File: config.mk
export PLATFORM = sky130hd
export DESIGN_NAME = hsg_alu
export DESIGN_NICKNAME = d
export VERILOG_FILES = /design/src/rtl/hsg_pkg.sv /design/src/rtl/hsg_alu.sv
export SDC_FILE = /design/constraint.sdc
export NUM_CORES = 1
export LEC_CHECK = 0
export BUFFER_PORTS_ARGS = -buffer_cell sky130_fd_sc_hd__buf_4
export CORE_MARGIN = 2
export CORE_UTILIZATION = 42
export CTS_CLUSTER_DIAMETER = 60
export CTS_CLUSTER_SIZE = 28
export DETAILED_ROUTE_END_ITERATION = 16
export PLACE_DENSITY = 0.63
export SLEW_MARGIN = 40
export SYNTH_ARGS = -nofsm -noshare
export SYNTH_HDL_FRONTEND = slang
export SYNTH_SLANG_ARGS = --single-unit
File: constraint.sdc
create_clock -name clock -period 15.1 [get_ports clock]
set_input_delay 2.265 -clock clock [delete_from_list [all_inputs] [get_ports clock]]
set_output_delay 2.265 -clock clock [all_outputs]
set_load 0.1 [all_outputs]
File: src/rtl/hsg_pkg.sv
`timescale 1ns / 1ps
`default_nettype none
// ----------------------------------------------------------------------------
// hsg_pkg: shared types and constants of the heat stencil grid engine
// Command codes, payload beats, register indexes, fixed-point constants.
// ----------------------------------------------------------------------------
package hsg_pkg;

   localparam int MAX_COLS_DEF  = 64;
   localparam int MAX_ROWS_DEF  = 64;
   localparam int TEMP_BITS_DEF = 20;
   localparam int FRAC_BITS     = 10;
   localparam int RATE_BITS     = 16;
   localparam int SUM_BITS      = 32;
   localparam int CSR_IDX_BITS  = 2;
   localparam int CSR_DATA_BITS = 16;

   typedef enum logic [1:0] {
      CMD_INIT  = 2'd0,
      CMD_WRITE = 2'd1,
      CMD_READ  = 2'd2,
      CMD_STEP  = 2'd3
   } cmd_type;

   localparam logic [CSR_IDX_BITS-1:0] REG_WIDTH  = 2'd0;
   localparam logic [CSR_IDX_BITS-1:0] REG_HEIGHT = 2'd1;
   localparam logic [CSR_IDX_BITS-1:0] REG_RATE   = 2'd2;

   typedef struct packed {
      cmd_type            cmd;
      logic [5:0]         col;
      logic [5:0]         row;
      logic signed [19:0] cell_value;
   } req_type;

   typedef struct packed {
      logic signed [19:0] read_value;
      logic signed [31:0] grid_sum;
      logic               coord_error;
   } rsp_type;

endpackage
`default_nettype wire

File: src/rtl/hsg_alu.sv
`timescale 1ns / 1ps
`default_nettype none
// ----------------------------------------------------------------------------
// hsg_alu: shared stencil arithmetic unit
// Two-stage: laplacian*rate registered, then round, add center, saturate.
// ----------------------------------------------------------------------------
module hsg_alu import hsg_pkg::*; #(
   parameter int TEMP_BITS = TEMP_BITS_DEF
) (
   input  wire                         clock,
   input  wire signed [TEMP_BITS-1:0]  center,
   input  wire signed [TEMP_BITS-1:0]  north,
   input  wire signed [TEMP_BITS-1:0]  south,
   input  wire signed [TEMP_BITS-1:0]  east,
   input  wire signed [TEMP_BITS-1:0]  west,
   input  wire        [RATE_BITS-1:0]  rate,
   output logic signed [TEMP_BITS-1:0] result
);
   localparam int LAP_BITS  = TEMP_BITS + 3;
   localparam int PROD_BITS = LAP_BITS + RATE_BITS + 1;
   localparam int D_BITS    = PROD_BITS - RATE_BITS;
   localparam logic signed [D_BITS:0] T_MAX =
      (D_BITS+1)'((64'sd1 <<< (TEMP_BITS-1)) - 1);
   localparam logic signed [D_BITS:0] T_MIN = -T_MAX - 1;

   logic signed [LAP_BITS-1:0]  lap;
   logic signed [PROD_BITS-1:0] prod_ff, prod_in;
   logic signed [TEMP_BITS-1:0] ctr_ff;
   logic signed [PROD_BITS-1:0] rnd;
   logic signed [D_BITS:0]      tot;

   always_comb begin
      lap = LAP_BITS'(north) + LAP_BITS'(south) + LAP_BITS'(east) + LAP_BITS'(west)
          - (LAP_BITS'(center) <<< 2);
      prod_in = PROD_BITS'(lap) * $signed({1'b0, rate});
      rnd = prod_ff + PROD_BITS'(1 <<< (RATE_BITS-1));
      tot = (D_BITS+1)'(rnd >>> RATE_BITS) + (D_BITS+1)'(ctr_ff);
      if (tot > T_MAX)      result = TEMP_BITS'(T_MAX);
      else if (tot < T_MIN) result = TEMP_BITS'(T_MIN);
      else                  result = TEMP_BITS'(tot);
   end

   always_ff @(posedge clock) begin
      prod_ff <= prod_in;
      ctr_ff  <= center;
   end
endmodule
`default_nettype wire

==> impl_metrics.tcl, run 1 <==
set metrics [dict create \
    outcome "finished, final reports clean" \
    hpwl_um 39720 \
    grt.total_usage 0.2187 \
    drt_iter0_drc 846 \
    synth-edff-count 0 \
    drtAntennaViolNets 0 \
    synth_xor_area_frac 0.04589 \
    grt_start_max_net_pins 81 \
    vias_per_cell 5.133 \
    synth_warnings 0 \
    period_needed_ns 12.48 \
    setup_viol 0 \
    synth-compound-area-share 0.08657 \
    synth_top_family_by_area "adder cells" \
    cts_htree_levels 2 \
    cts-buffers-inserted 5 \
    cts_setup_buffers 0 \
    crit_start "center[0]" \
    vias 14730 \
    yosysUniqueCellTypes 80 \
    grt-ovfl-total 0 \
    avgSynthCellArea_um2 8.731 \
    slew_viol_final 0 \
    cts.sinks 45 \
    drive_gt1_frac 0.09916 \
    cts_tree "built" \
    nNetsFinal 2950 \
    fill_cells 4365 \
    grt_pass1_wl_um 82070 \
    post-route-period-util 0.8264 \
    path_clk_slew_ns 0.07 \
    synth-adder-area-share 0.5337 \
    diodes 0 \
    worstMarginPinSlew_ns 0.9026 \
    final_cell_mix "inv_1 (590), fa_1 (419), nand2_1 (247), buf_4 (151), ha_1 (145)" \
    area.growth.synth_to_final_pct 9.554 \
    crit_arrival_ns 12.66 \
    initial_core_util 0.4251 \
    wl_per_cell_um 17.22 \
    max_stage_delay_ns 0.78 \
    rsz0062_at_grt "no" \
    path_common_cell "fa_1" \
    numPortBuffers 136 \
    die_h_um 218.1 \
    cp_slowest_cell "o31ai_1" \
    core.rowCount 78 \
    crit_end "prod_ff[39]$_DFF_P_" \
    end_kind "register" \
    clock-root-buffer "clkbuf_16" \
    core_area_mm2 0.04528 \
    syn_nets 2887 \
    dieArea_mm2 0.04756 \
    ys_seq_area_frac 0.04680 \
    hp-class "in2reg" \
    start_kind "input pin" \
    grt_antenna_before_repair 1 \
    syn_inst 2205 \
    gp_congestion 0.8562 \
    cts_buffer_depth 2 \
    worstPathRequired_ns 15.28 \
    syn_area_mm2 0.01925 \
    async_flop_share 0 \
    remaining_drc_errors 0 \
    crit_path_max_fanout 13 \
    hold_viol 0 \
    die_x_um 218.1 \
    muxShareOfSynthArea 0.003640 \
    cts_resized 0 \
    cts_hold_buf 0 \
    fmax_mhz 80.14 \
    maxCapViolCount 0 \
    ys_seq_elements 45 \
    grt_pass1_vias 16170 \
    drt-pass1-iter-count 5 \
    critPathKind "in2reg" \
    synth_flop_cell "dfxtp_1" \
    routed_wl_um 49410 \
    synth-simple-area-share 0.1485 \
    final_common_cell "inv_1" \
    io_pins 137 \
    max_slew_margin 0.3931 \
    final.setup.tns_ns 0 \
]
-- how the worst min path moves through the flow --
stage	start	endpoint	slack [ns]	cells past startpoint
after floorplan	center[0]	ctr_ff[0]$_DFF_P_	2.29	0
after global placement	center[11]	ctr_ff[11]$_DFF_P_	2.38	1
after detailed placement	center[16]	ctr_ff[16]$_DFF_P_	2.38	1
after CTS	center[16]	ctr_ff[16]$_DFF_P_	2.06	1
after global routing	center[12]	ctr_ff[12]$_DFF_P_	2.06	1
final	center[16]	ctr_ff[16]$_DFF_P_	2.07	1
-- worst max-delay path: cells and delay by family --
family,cells,cell delay [ns]
fa+ha+maj,11,5.12
compound gates,14,3.72
buf+inv,6,0.33
xor+xnor,1,0.08
simple gates,4,1.13
-- cell usage after synthesis, types with 3 or more instances --
cell	n	area [um^2]
nand2_1	247	927.1
o21a_1	6	45.04
maj3_1	6	60.06
nand3_1	29	145.1
or2_2	8	50.05
and4_1	3	26.28
o21ai_1	7	35.03
a31o_2	6	52.55
o311a_1	9	90.09
or4_1	4	30.03
a211oi_2	3	37.54
buf_2	4	20.02
fa_1	419	8388
o21bai_1	7	52.55
nor2b_1	8	50.05
nor2_1	57	214.0
nor3_1	23	115.1
o31ai_1	4	30.03
a21oi_2	3	26.28
clkbuf_1	86	322.8
and3_1	10	62.56
o41ai_1	14	122.6
a31oi_1	16	100.1
nand2b_1	14	87.58
a21o_1	31	232.7
a21oi_1	44	220.2
a21boi_0	3	22.52
nand4_1	36	225.2
xnor2_1	78	683.2
mux2i_1	7	70.07
ha_1	146	1827
a211oi_1	6	45.04
dfxtp_1	45	900.9
and2_1	111	694.4
nor4_1	3	18.77
o21ai_0	16	80.08
a21o_2	11	96.34
nor3b_1	3	22.52
xor2_1	21	183.9
or3_1	13	81.33
or4b_2	3	30.03
inv_1	591	2218
-- metal layers --
layer  wire [um]  track usage
met2       25560       0.4008
met5           0            0
met4        1481      0.05896
met1       20380       0.2749
met3        1982      0.01935
-- cells by family after synthesis --
| logic type | after synthesis |
|---|---|
| buffers and inverters | 686 |
| and+or+nand+nor | 580 |
| adders and majority gates | 571 |
| AOI/OAI and AO/OA | 216 |
| xor gates and xnor gates | 100 |
| DFF | 45 |
| muxes | 7 |
-- layout make-up --
| class | instances | area (um^2) | area share |
|---|---|---|---|
| timing repair buffer | 151 | 1134 | 0.05375 |
| inverter | 591 | 2218 | 0.1052 |
| clock buffer | 7 | 142.6 | 0.006763 |
| clock inverter | 1 | 30.03 | 0.001424 |
| multi-input combinational | 1474 | 15910 | 0.7546 |
| tap | 600 | 750.7 | 0.03560 |
| sequential | 45 | 900.9 | 0.04271 |
-- sequential cells by signal, summed over array words and instances, names as in the netlist --
signal,cells
ctr_ff,20
prod_ff,25
-- through the flow --
stage	area (um^2)	worst slack [ns]	hold slack, ns	util	std cells
floorplan	19250	3.549	2.293	-	2205
global placement	20840	2.560	2.379	0.4603	2861
detailed placement	20920	2.442	2.381	0.4619	2861
CTS	21090	2.723	2.064	0.4657	2869
global route	21090	1.999	2.061	0.4657	2869
finish	21090	2.621	2.070	0.4657	2869
Power of run 1 is left out: the tool's default activity adds up to more than one toggle a clock period on the data nets, which glitch-free logic cannot reach.
==> run 2, diff against run 1 <==
==> constraint.sdc (replaced) <==
create_clock -name clock -period 12.1 [get_ports clock]
set_input_delay 1.815 -clock clock [delete_from_list [all_inputs] [get_ports clock]]
set_output_delay 1.815 -clock clock [all_outputs]
set_load 0.1 [all_outputs]
==> run 2 against run 1 <==
Against the previous run:
- sequential share of layout area barely moved
- wire length fell by 3.4%
- clock-buffer cell count fell by 2
- via count fell by 0.84%
- hold slack got worse by 0.45 ns
- non-clock buffer count rose by 14
==> impl_metrics.tcl, run 2 (synthesis results as in run 1) <==
set metrics [dict create \
    cp_slowest_cell "fa_1" \
    place_area_mm2 0.02094 \
    drtAntennaViolNets 0 \
    start_kind "input pin" \
    cts_htree_levels 2 \
    dieArea_mm2 0.04756 \
    rsz0062_at_grt "no" \
    diodes 0 \
    hold_viol 0 \
    setup_viol 0 \
    maxCapViolCount 0 \
    grt_start_max_net_pins 50 \
    worstPathRequired_ns 12.28 \
    die_h_um 218.1 \
    io_pins 137 \
    grt_pass1_vias 15860 \
    slew_viol_final 0 \
    cts-buffers-inserted 5 \
    max_stage_delay_ns 0.56 \
    end_kind "register" \
    layout_top_registers "prod_ff: 25 flops, ctr_ff: 20 flops" \
    cts_setup_buffers 0 \
    vias_per_cell 5.065 \
    worstMarginPinSlew_ns 0.8968 \
    crit_arrival_ns 11.67 \
    grt.total_usage 0.2123 \
    cts_tree "built" \
    initial_core_util 0.4251 \
    routed_wl_um 47730 \
    core.rowCount 78 \
    cts_buffer_depth 2 \
    largest_reg_flops 25 \
    numPortBuffers 136 \
    crit_path_max_fanout 12 \
    drt-pass1-iter-count 6 \
    clock-root-buffer "clkbuf_16" \
    hpwl_um 39770 \
    grt_antenna_before_repair 0 \
    drt_iter0_drc 750 \
    core_area_mm2 0.04528 \
    gp_congestion 0.8921 \
    finish.instance_area_mm2 0.02112 \
    path_common_cell "fa_1" \
    post-route-period-util 0.9495 \
    vias 14600 \
    area.growth.synth_to_final_pct 9.697 \
    final_cell_mix "inv_1 (591), fa_1 (419), nand2_1 (247), buf_4 (164), ha_1 (145)" \
    wl_per_cell_um 16.56 \
    drive_gt1_frac 0.1029 \
    fill_cells 4470 \
    cts_hold_buf 0 \
    period_needed_ns 11.49 \
    hp-class "in2reg" \
    grt-ovfl-total 0 \
    final_util 0.4663 \
    path_clk_slew_ns 0.07 \
    final.setup.tns_ns 0 \
    outcome "finished, final reports clean" \
    multi_input_area_mm2 0.01586 \
    critPathKind "in2reg" \
    final_common_cell "inv_1" \
    fmax_mhz 87.04 \
    hold_ws_ns 1.622 \
    cts.sinks 45 \
    nNetsFinal 2964 \
    top_register "prod_ff" \
    grt_pass1_wl_um 80130 \
    die_x_um 218.1 \
    remaining_drc_errors 0 \
    max_slew_margin 0.3968 \
    seqCellArea_um2 900.9 \
]
==> run 2: changes by cell type in the layout (fill, tap and decap cells not counted), moves of 2 or more <==
cell / delta
xnor2_2: -4
buf_4: +13
a21oi_2: +2
xnor2_1: +5
a21oi_1: -2
==> run 2: metal layers <==
metal | global-route usage | share of wire | up-vias | wire [um]
li1 | - | - | 6803 | -
met1 | 0.2678 | 0.42 | 7412 | 19920
met5 | 0 | 0 | - | 0
met3 | 0.01503 | 0.031 | 84 | 1464
met4 | 0.06054 | 0.033 | 0 | 1580
met2 | 0.3892 | 0.52 | 304 | 24770
==> run 2: final timing paths <==
check,to,depth (start not counted),from
max,prod_ff[39]$_DFF_P_,37,center[0]
min,ctr_ff[10]$_DFF_P_,1,center[10]
==> run 2: critical path: cells and delay by family <==
kind	cells	cell delay, ns
adder cells (fa/ha/maj)	11	5.08
AO/OA/AOI/OAI	15	3.60
buffers and inverters	6	0.54
AND/OR/NAND/NOR	3	0.36
XOR/XNOR	2	0.28
==> run 2: timing repair <==
| item | in CTS | in global routing |
|---|---|---|
| hold endpoints to repair | 0 | 0 |
| gates resized for setup | 0 | 7 |
| endpoints found under the setup margin | 0 | 7 |
==> run 2: area by class of cell <==
type,count,share of cell area
clock inverter,3,0.001007
clock buffer,5,0.005925
inverter,591,0.1050
timing repair buffer,165,0.05883
tap,600,0.03555
multi-input combinational,1474,0.7510
sequential,45,0.04266
==> run 2: stage by stage <==
| step | setup slack, ns | instances |
|---|---|---|
| after floorplan | 0.9990 | 2205 |
| after global placement | 0.3867 | 2875 |
| after detailed placement | 0.05478 | 2875 |
| after CTS | 0.3605 | 2883 |
| after global routing | 0.03015 | 2883 |
| final | 0.6115 | 2883 |
Power of run 2 is left out for the same reason.
